<file path="config.mk">
export PLATFORM = sky130hd
export DESIGN_NAME = version_string_comparator_flat
export DESIGN_NICKNAME = d
export VERILOG_FILES = /design/src/hw/rtl/vsc_pkg.sv /design/src/hw/rtl/vsc_req_if.sv /design/src/hw/rtl/vsc_rsp_if.sv /design/src/hw/rtl/version_string_comparator.sv /design/src/flat_wrapper.sv
export SDC_FILE = /design/constraint.sdc
export NUM_CORES = 2
export LEC_CHECK = 0
export ABC_AREA = 0
export BUFFER_PORTS_ARGS = -buffer_cell sky130_fd_sc_hd__buf_2
export CAP_MARGIN = 20
export CELL_PAD_IN_SITES_DETAIL_PLACEMENT = 1
export CELL_PAD_IN_SITES_GLOBAL_PLACEMENT = 1
export CORE_ASPECT_RATIO = 2
export CORE_MARGIN = 4
export CORE_UTILIZATION = 55
export CTS_CLUSTER_SIZE = 24
export DETAILED_ROUTE_END_ITERATION = 10
export PLACE_DENSITY = 0.95
export SLEW_MARGIN = 20
export SYNTH_ARGS = -nofsm -noshare
export SYNTH_HDL_FRONTEND = slang
export SYNTH_SLANG_ARGS = --single-unit
</file>
<file path="constraint.sdc">
create_clock -name clock -period 18.96 [get_ports clock]
set_clock_uncertainty 0.2 [all_clocks]
set_input_delay 0.948 -clock clock [delete_from_list [all_inputs] [get_ports clock]]
set_output_delay 0.948 -clock clock [all_outputs]
set_load 0.01 [all_outputs]
</file>
<file path="src/hw/rtl/vsc_pkg.sv">
package vsc_pkg;

   // parser phases
   localparam logic [3:0] PH_LEAD    = 4'd0;
   localparam logic [3:0] PH_AFTER_V = 4'd1;
   localparam logic [3:0] PH_MAJOR   = 4'd2;
   localparam logic [3:0] PH_DOT     = 4'd3;
   localparam logic [3:0] PH_MINOR   = 4'd4;
   localparam logic [3:0] PH_SUFFIX  = 4'd5;
   localparam logic [3:0] PH_TRAIL   = 4'd6;
   localparam logic [3:0] PH_DONE    = 4'd7;
   localparam logic [3:0] PH_BAD_RUN = 4'd8;
   localparam logic [3:0] PH_BAD_END = 4'd9;

   // first text difference
   localparam logic [1:0] TXT_UNDECIDED = 2'd0;
   localparam logic [1:0] TXT_GREATER   = 2'd1;
   localparam logic [1:0] TXT_EQUAL     = 2'd2;
   localparam logic [1:0] TXT_LESS      = 2'd3;

   // result order codes
   localparam logic signed [1:0] ORD_LESS    = -2'sd1;
   localparam logic signed [1:0] ORD_EQUAL   = 2'sd0;
   localparam logic signed [1:0] ORD_GREATER = 2'sd1;

   localparam logic [7:0] CH_END   = 8'd0;
   localparam logic [7:0] CH_ZERO  = 8'd48;
   localparam logic [7:0] CH_DOT   = 8'd46;
   localparam logic [7:0] CH_LOW_V = 8'd118;
   localparam logic [7:0] CH_UP_V  = 8'd86;
   localparam logic [7:0] CH_LOW_A_BASE = 8'd96;

   typedef logic [7:0] char_type;
   typedef logic signed [1:0] order_type;

   typedef struct packed {
      logic [3:0]  phase;
      logic [31:0] major;
      logic [31:0] minor;
      logic [63:0] rank;
   } parse_type;

endpackage

</file>
<file path="src/hw/rtl/vsc_req_if.sv">
interface vsc_req_if;
   import vsc_pkg::*;

   logic     valid;
   logic     ready;
   char_type left_char;
   char_type right_char;
   logic     last;

   modport source (output valid, output left_char, output right_char, output last,
                   input ready);
   modport sink (input valid, input left_char, input right_char, input last,
                 output ready);
endinterface

</file>
<file path="src/hw/rtl/vsc_rsp_if.sv">
interface vsc_rsp_if;
   import vsc_pkg::*;

   logic      valid;
   logic      ready;
   order_type order;
   logic      text_fallback;

   modport source (output valid, output order, output text_fallback, input ready);
   modport sink (input valid, input order, input text_fallback, output ready);
endinterface

</file>
<file path="src/hw/rtl/version_string_comparator.sv">
// A request with last set gives its response valid after the input register, parser
// update, compare and response registers, later while the response stalls.
// Throughput: one request per cycle while req_ch.ready is high; parser state updates
// per request. A response waiting on rsp_ch does not block requests until the compare
// stage is full. Reset (synchronous, active high) empties the pipeline and returns both
// parsers to the leading-space phase with cleared numbers and an undecided text order.
module version_string_comparator (
   input logic clock,
   input logic reset,
   vsc_req_if.sink   req_ch,
   vsc_rsp_if.source rsp_ch
);
   import vsc_pkg::*;

   function automatic logic is_space(char_type c);
      return c inside {8'd32, [8'd9:8'd13]};
   endfunction

   function automatic logic is_digit(char_type c);
      return c inside {[8'd48:8'd57]};
   endfunction

   function automatic logic is_alpha(char_type c);
      return c inside {[8'd65:8'd90], [8'd97:8'd122]};
   endfunction

   function automatic char_type fold(char_type c);
      return (c inside {[8'd65:8'd90]}) ? c + 8'd32 : c;
   endfunction

   function automatic logic has_ended(logic [3:0] ph);
      return ph == PH_DONE || ph == PH_BAD_END;
   endfunction

   function automatic parse_type advance(parse_type s, char_type c);
      parse_type   n;
      logic [3:0]  bad;
      logic [7:0]  digit;
      logic [7:0]  letter;
      logic [35:0] maj_acc;
      logic [35:0] min_acc;
      logic [68:0] rank_acc;
      n       = s;
      bad     = (c == CH_END) ? PH_BAD_END : PH_BAD_RUN;
      digit   = c - CH_ZERO;
      letter  = fold(c) - CH_LOW_A_BASE;
      maj_acc = {4'd0, s.major} * 36'd10 + {28'd0, digit};
      min_acc = {4'd0, s.minor} * 36'd10 + {28'd0, digit};
      rank_acc = {5'd0, s.rank} * 69'd26 + {64'd0, letter[4:0]};
      case (s.phase)
         PH_LEAD: begin
            if (is_space(c)) n.phase = PH_LEAD;
            else if (c == CH_LOW_V || c == CH_UP_V) n.phase = PH_AFTER_V;
            else if (is_digit(c)) begin
               n.major = {24'd0, digit};
               n.phase = PH_MAJOR;
            end else n.phase = bad;
         end
         PH_AFTER_V: begin
            if (is_digit(c)) begin
               n.major = {24'd0, digit};
               n.phase = PH_MAJOR;
            end else n.phase = bad;
         end
         PH_MAJOR: begin
            if (is_digit(c)) begin
               if (maj_acc[35:32] != 4'd0) n.phase = PH_BAD_RUN;
               else n.major = maj_acc[31:0];
            end else if (c == CH_DOT) n.phase = PH_DOT;
            else n.phase = bad;
         end
         PH_DOT: begin
            if (is_digit(c)) begin
               n.minor = {24'd0, digit};
               n.phase = PH_MINOR;
            end else n.phase = bad;
         end
         PH_MINOR, PH_SUFFIX: begin
            if (s.phase == PH_MINOR && is_digit(c)) begin
               if (min_acc[35:32] != 4'd0) n.phase = PH_BAD_RUN;
               else n.minor = min_acc[31:0];
            end else if (is_alpha(c)) begin
               if (rank_acc[68:64] != 5'd0) n.phase = PH_BAD_RUN;
               else begin
                  n.rank  = rank_acc[63:0];
                  n.phase = PH_SUFFIX;
               end
            end else if (is_space(c)) n.phase = PH_TRAIL;
            else if (c == CH_END) n.phase = PH_DONE;
            else n.phase = PH_BAD_RUN;
         end
         PH_TRAIL: begin
            if (is_space(c)) n.phase = PH_TRAIL;
            else if (c == CH_END) n.phase = PH_DONE;
            else n.phase = PH_BAD_RUN;
         end
         PH_BAD_RUN: begin
            if (c == CH_END) n.phase = PH_BAD_END;
         end
         default: begin
            n = s;
         end
      endcase
      return n;
   endfunction

   // string is complete if it could end right here
   function automatic logic can_end(logic [3:0] ph);
      return ph inside {PH_MINOR, PH_SUFFIX, PH_TRAIL, PH_DONE};
   endfunction

   function automatic logic [1:0] text_step(logic [1:0] t, char_type lc, char_type rc);
      logic [1:0] n;
      n = t;
      if (t == TXT_UNDECIDED) begin
         if (lc != CH_END && rc != CH_END) begin
            if (fold(lc) != fold(rc))
               n = (fold(lc) > fold(rc)) ? TXT_GREATER : TXT_LESS;
         end else if (lc == CH_END && rc == CH_END) n = TXT_EQUAL;
         else n = (lc == CH_END) ? TXT_LESS : TXT_GREATER;
      end
      return n;
   endfunction

   function automatic order_type cmp64(logic [63:0] a, logic [63:0] b);
      if (a == b) return ORD_EQUAL;
      return (a > b) ? ORD_GREATER : ORD_LESS;
   endfunction

   localparam parse_type PARSE_INIT = '{phase: PH_LEAD, major: 32'd0, minor: 32'd0,
                                        rank: 64'd0};

   // input register
   logic     s1_valid_ff, s1_valid_in;
   char_type s1_left_ff, s1_right_ff;
   logic     s1_last_ff;

   // parser state
   parse_type  left_ff, left_in, right_ff, right_in;
   logic [1:0] text_ff, text_in;

   // compare stage
   logic        cmp_valid_ff, cmp_valid_in;
   logic        cmp_left_ok_ff, cmp_right_ok_ff;
   logic [31:0] cmp_left_major_ff, cmp_left_minor_ff;
   logic [31:0] cmp_right_major_ff, cmp_right_minor_ff;
   logic [63:0] cmp_left_rank_ff, cmp_right_rank_ff;
   logic [1:0]  cmp_text_ff;

   // response register
   logic      rsp_valid_ff, rsp_valid_in;
   order_type rsp_order_ff, rsp_order_in;
   logic      rsp_fallback_ff, rsp_fallback_in;

   logic      out_ready, cmp_adv, cmp_ready, s1_go, req_take;
   char_type  lc, rc;
   parse_type left_step, right_step;
   logic [1:0] text_step_val;
   order_type ord_major, ord_minor, ord_rank;

   assign out_ready = !rsp_valid_ff || rsp_ch.ready;
   assign cmp_adv   = cmp_valid_ff && out_ready;
   assign cmp_ready = !cmp_valid_ff || out_ready;
   assign s1_go     = s1_valid_ff && (!s1_last_ff || cmp_ready);
   assign req_take  = req_ch.valid && req_ch.ready;

   assign req_ch.ready = !s1_valid_ff || s1_go;

   // drop characters of a string that already ended
   assign lc = has_ended(left_ff.phase) ? CH_END : s1_left_ff;
   assign rc = has_ended(right_ff.phase) ? CH_END : s1_right_ff;

   assign left_step     = advance(left_ff, lc);
   assign right_step    = advance(right_ff, rc);
   assign text_step_val = text_step(text_ff, lc, rc);

   always_comb begin
      s1_valid_in = s1_valid_ff;
      if (req_take) s1_valid_in = 1'b1;
      else if (s1_go) s1_valid_in = 1'b0;

      left_in  = left_ff;
      right_in = right_ff;
      text_in  = text_ff;
      if (s1_go) begin
         if (s1_last_ff) begin
            left_in  = PARSE_INIT;
            right_in = PARSE_INIT;
            text_in  = TXT_UNDECIDED;
         end else begin
            left_in  = left_step;
            right_in = right_step;
            text_in  = text_step_val;
         end
      end

      cmp_valid_in = cmp_valid_ff;
      if (s1_go && s1_last_ff) cmp_valid_in = 1'b1;
      else if (cmp_adv) cmp_valid_in = 1'b0;

      rsp_valid_in = rsp_valid_ff;
      if (cmp_adv) rsp_valid_in = 1'b1;
      else if (rsp_ch.ready) rsp_valid_in = 1'b0;
   end

   assign ord_major = cmp64({32'd0, cmp_left_major_ff}, {32'd0, cmp_right_major_ff});
   assign ord_minor = cmp64({32'd0, cmp_left_minor_ff}, {32'd0, cmp_right_minor_ff});
   assign ord_rank  = cmp64(cmp_left_rank_ff, cmp_right_rank_ff);

   always_comb begin
      if (cmp_left_ok_ff && cmp_right_ok_ff) begin
         rsp_fallback_in = 1'b0;
         if (ord_major != ORD_EQUAL) rsp_order_in = ord_major;
         else if (ord_minor != ORD_EQUAL) rsp_order_in = ord_minor;
         else rsp_order_in = ord_rank;
      end else begin
         rsp_fallback_in = 1'b1;
         case (cmp_text_ff)
            TXT_GREATER: rsp_order_in = ORD_GREATER;
            TXT_LESS:    rsp_order_in = ORD_LESS;
            default:     rsp_order_in = ORD_EQUAL;
         endcase
      end
   end

   always_ff @(posedge clock) begin
      if (reset) begin
         s1_valid_ff  <= 1'b0;
         left_ff      <= PARSE_INIT;
         right_ff     <= PARSE_INIT;
         text_ff      <= TXT_UNDECIDED;
         cmp_valid_ff <= 1'b0;
         rsp_valid_ff <= 1'b0;
      end else begin
         s1_valid_ff  <= s1_valid_in;
         left_ff      <= left_in;
         right_ff     <= right_in;
         text_ff      <= text_in;
         cmp_valid_ff <= cmp_valid_in;
         rsp_valid_ff <= rsp_valid_in;
      end
   end

   always_ff @(posedge clock) begin
      if (req_take) begin
         s1_left_ff  <= req_ch.left_char;
         s1_right_ff <= req_ch.right_char;
         s1_last_ff  <= req_ch.last;
      end
      // snapshot the finished pair; both strings end after this request
      if (s1_go && s1_last_ff) begin
         cmp_left_ok_ff     <= can_end(left_step.phase);
         cmp_right_ok_ff    <= can_end(right_step.phase);
         cmp_left_major_ff  <= left_step.major;
         cmp_left_minor_ff  <= left_step.minor;
         cmp_left_rank_ff   <= left_step.rank;
         cmp_right_major_ff <= right_step.major;
         cmp_right_minor_ff <= right_step.minor;
         cmp_right_rank_ff  <= right_step.rank;
         cmp_text_ff        <= text_step_val;
      end
      if (cmp_adv) begin
         rsp_order_ff    <= rsp_order_in;
         rsp_fallback_ff <= rsp_fallback_in;
      end
   end

   assign rsp_ch.valid         = rsp_valid_ff;
   assign rsp_ch.order         = rsp_order_ff;
   assign rsp_ch.text_fallback = rsp_fallback_ff;

endmodule

</file>
<file path="src/flat_wrapper.sv">
// flat-port wrapper written by rule: the top's interface ports become plain ports
module version_string_comparator_flat import vsc_pkg::*;
  (clock, reset, req_ch_valid, req_ch_left_char, req_ch_right_char, req_ch_last, req_ch_ready, rsp_ch_valid, rsp_ch_order, rsp_ch_text_fallback, rsp_ch_ready);
  vsc_req_if req_ch_i ();
  vsc_rsp_if rsp_ch_i ();
  input logic clock;
  input logic reset;
  input wire logic [$bits(req_ch_i.valid)-1:0] req_ch_valid;
  input wire logic [$bits(req_ch_i.left_char)-1:0] req_ch_left_char;
  input wire logic [$bits(req_ch_i.right_char)-1:0] req_ch_right_char;
  input wire logic [$bits(req_ch_i.last)-1:0] req_ch_last;
  output wire logic [$bits(req_ch_i.ready)-1:0] req_ch_ready;
  output wire logic [$bits(rsp_ch_i.valid)-1:0] rsp_ch_valid;
  output wire logic [$bits(rsp_ch_i.order)-1:0] rsp_ch_order;
  output wire logic [$bits(rsp_ch_i.text_fallback)-1:0] rsp_ch_text_fallback;
  input wire logic [$bits(rsp_ch_i.ready)-1:0] rsp_ch_ready;
  assign req_ch_i.valid = req_ch_valid;
  assign req_ch_i.left_char = req_ch_left_char;
  assign req_ch_i.right_char = req_ch_right_char;
  assign req_ch_i.last = req_ch_last;
  assign req_ch_ready = req_ch_i.ready;
  assign rsp_ch_valid = rsp_ch_i.valid;
  assign rsp_ch_order = rsp_ch_i.order;
  assign rsp_ch_text_fallback = rsp_ch_i.text_fallback;
  assign rsp_ch_i.ready = rsp_ch_ready;
  version_string_comparator u_core (.clock(clock), .reset(reset), .req_ch(req_ch_i), .rsp_ch(rsp_ch_i));
endmodule
</file>
==> metrics.yaml <==
status:
  status: "finished clean"
place:
  dpl.cell_count: 7766
  dp_slack_ns: 10.38
  place_congestion: 0.992
  portBuffers: 25
  postPlaceCellArea_mm2: 0.0565
  hpwl_mm: 171
power:
  clkPwrFrac_pct: 44.9
  combPwrFrac_pct: 7.3
  p_leak_nw: 25.9
  powerDensity_mw_per_mm2: 45.5
  ir_worst_vdd_uv: 79.9
  swShare_pct: 27.0
  p_int_mw: 1.94
  p_sw_uw: 717
  seq_power_share_pct: 47.8
synthesis:
  syn_area_mm2: 0.0555
  syn_area_per_cell_um2: 8.38
  synth_seq_cells: 549
  synthFlopType: "edfxtp_1"
  synth_async_sr_flop_share_pct: 0
  yosysTopAreaCell: "ha_1"
  synth_edf_count: 280
  yosysUniqueCellTypes: 106
  seq_area_frac_synth_pct: 24.8
  synth_fp_nets: 7473
  synth_top_area_share_pct: 15.6
  synth_area_leaders: "ha_1 16%, edfxtp_1 15%, dfxtp_1 9.7%"
  syn_inst: 6628
  ys_warn_count: 0
routing:
  ant_nets: 0
  drt_iter0_markers: 4240
  postRouteWirelength_mm: 229
  drc: 0
  vias_per_cell: 6.88
  wl_per_cell_um: 29.0
  firstDrtPassIters: 8
  routed-via-count: 54200
floorplan:
  die_y_um: 457
  io-pin-count: 26
  core_area_mm2: 0.100
  initial_utilization_pct: 55.5
  die_x_um: 233
  die_area_mm2: 0.106
  std_cell_rows: 164
setup_path:
  worst_setup_path_end_kind: "register"
  worst_setup_path_start_kind: "register"
  reg2reg_slack_ns: 9.96
  crit_path_max_fanout: 85
  cp.arrival_ns: 9.39
  reg2reg_depth: 21
  cp_data_required_time_ns: 19.35
  crit_type: "reg2reg"
cells_and_area:
  nets: 7339
  final_common_cell: "inv_1"
  stdcell_area_mm2: 0.0585
  num-fill-cells: 12100
  area_growth_pct: 5.32
  stdcell_count: 7879
  layout_common_cells: "803 x inv_1, 692 x ha_1, 517 x nand2_1, 450 x a21oi_1, 423 x nor2_1"
  drive_gt1_share_pct: 4.51
cts:
  cts.path.max_buffers: 3
  clk_latency_ns: 0.69
  cts_buffers: 53
  h-tree-depth: 2
  post_cts_buffers: 0
  clkTransAtPathRegs_ns: 0.07
  cts-resized-gates: 0
  root_buffer: "clkbuf_16"
  ctsHoldBuffers: 0
  cts_tree: "built"
  clock_sinks: 549
sta:
  slew-limit-headroom_pct: 14.1
  fin_crit_sh_pct: 47.5
  fmax_mhz: 111
  worst_pin_slew_ns: 1.29
  setup_viol_count_final: 0
  finalWorstSetupSlack_ns: 9.96
  min_period_ns: 9.00
  rsz0062_at_grt: "no"
  finalHoldViolCount: 0
  setup_tns_ns: 0
  slew_violations: 0
  timing.hold.ws_ns: 0.231
worst_hold_path:
  hp-class: "in2reg"
  min_path_cells: 1
global_route:
  grt.overflow.total: 0
  grt_pass1_vias: 59000
  grt_usage_pct: 42.0
  grt_antenna_before_repair: 26
  grt_pass1_wl_mm: 346
  grt_max_degree: 86
job:
  drv_cap: 0
==> power groups by stage <==
stage	Clock (mW)	Sequential [mW]	Combinational [mW]
after global routing	1.23	1.27	0.203
final	1.19	1.27	0.194
after CTS	1.19	1.27	0.181
after detailed placement	0	1.30	0.174
after global placement	0	1.30	0.161
after floorplan	0	1.29	0.114
==> path summary, 6_finish.rpt <==
check | start | end
setup / recovery | u_core.left_ff[32]$_SDFFE_PP0P_ | u_core.left_ff[26]$_SDFFE_PP0P_
hold / removal | req_ch_right_char[1] | u_core.s1_right_ff[1]$_DFFE_PP_
setup reg to reg | u_core.left_ff[32]$_SDFFE_PP0P_ | u_core.left_ff[26]$_SDFFE_PP0P_
hold reg to reg | u_core.left_ff[127]$_SDFFE_PP0P_ | u_core.left_ff[127]$_SDFFE_PP0P_
==> Yosys cell counts (47+ instances only) <==
master       n
nand2_1    518
nor2b_1     82
nor4_1      47
a21oi_1    450
o21ai_0    364
edfxtp_1   280
nand2b_1    61
a211oi_1    74
dfxtp_1    269
a21o_1     162
nand3_1    145
ha_1       692
a22o_1     209
and2_1      62
mux2_2      49
o2bb2ai_1   54
xor2_1     151
inv_1      803
xnor2_1    236
nor3_1     122
o21a_1      81
and3_1      58
fa_1       132
nand4_1    141
nor2_1     427
o211ai_1    53
clkbuf_1   183
==> cell type report <==
cell class | instances | area (um2) | share of cell area, %
Timing Repair Buffer | 57 | 367 | 0.627
Inverter | 803 | 3010 | 5.15
Multi-Input combinational cell | 5030 | 37700 | 64.5
Clock inverter | 32 | 327 | 0.558
Antenna cell | 12 | 30.0 | 0.0513
Clock buffer | 68 | 1560 | 2.67
Sequential cell | 549 | 13800 | 23.6
Tap cell | 1328 | 1660 | 2.84
==> critical path, cell delays in order (launching register included) <==
cell      delay (ns)
dfxtp_1         0.41
ha_1            0.31
inv_1           0.05
fa_1            0.51
inv_1           0.06
ha_1            0.44
a21oi_1         0.59
o21ai_0         0.49
a211oi_1        0.38
o21bai_1        0.19
o31ai_1         0.83
xor2_1          0.26
nor4_1          0.47
nand4_1         0.37
nor4_4          0.69
mux2i_1         0.26
mux2i_1         0.14
or4_2           0.65
buf_4           0.44
nor2_4          0.20
buf_4           0.65
a22o_1          0.27
==> routing by layer <==
layer / part of all wire [%] / global-route usage, %
met4: 13 / 42.7
met5: 0.032 / 0
met3: 6.2 / 11.0
met1: 31 / 36.6
met2: 50 / 74.2
==> through the flow <==
step,util (%),power [mW]
final,58.4,2.66
after global routing,58.4,2.71
after CTS,58.3,2.64
after detailed placement,56.5,1.47
after global placement,56.4,1.46
after floorplan,-,1.41
==> sequential cells by signal, indices dropped and copies added (netlist names), 32 cells and up <==
register                   flops
u_core.left_ff               132
u_core.right_ff              132
u_core.cmp_right_major_ff     32
u_core.cmp_left_major_ff      32
u_core.cmp_left_rank_ff       64
u_core.cmp_right_minor_ff     32
u_core.cmp_left_minor_ff      32
u_core.cmp_right_rank_ff      64
==> cells by family after synthesis <==
family	count (synthesis)	synth area share, %
flops	549	24.8
fa+ha+maj	824	20.4
buf+inv	1049	7.36
simple gates	1892	17.2
xor+xnor	387	6.10
mux	76	1.49
compound gates	1851	22.7
No activity file was read; power rests on OpenSTA's default activity.
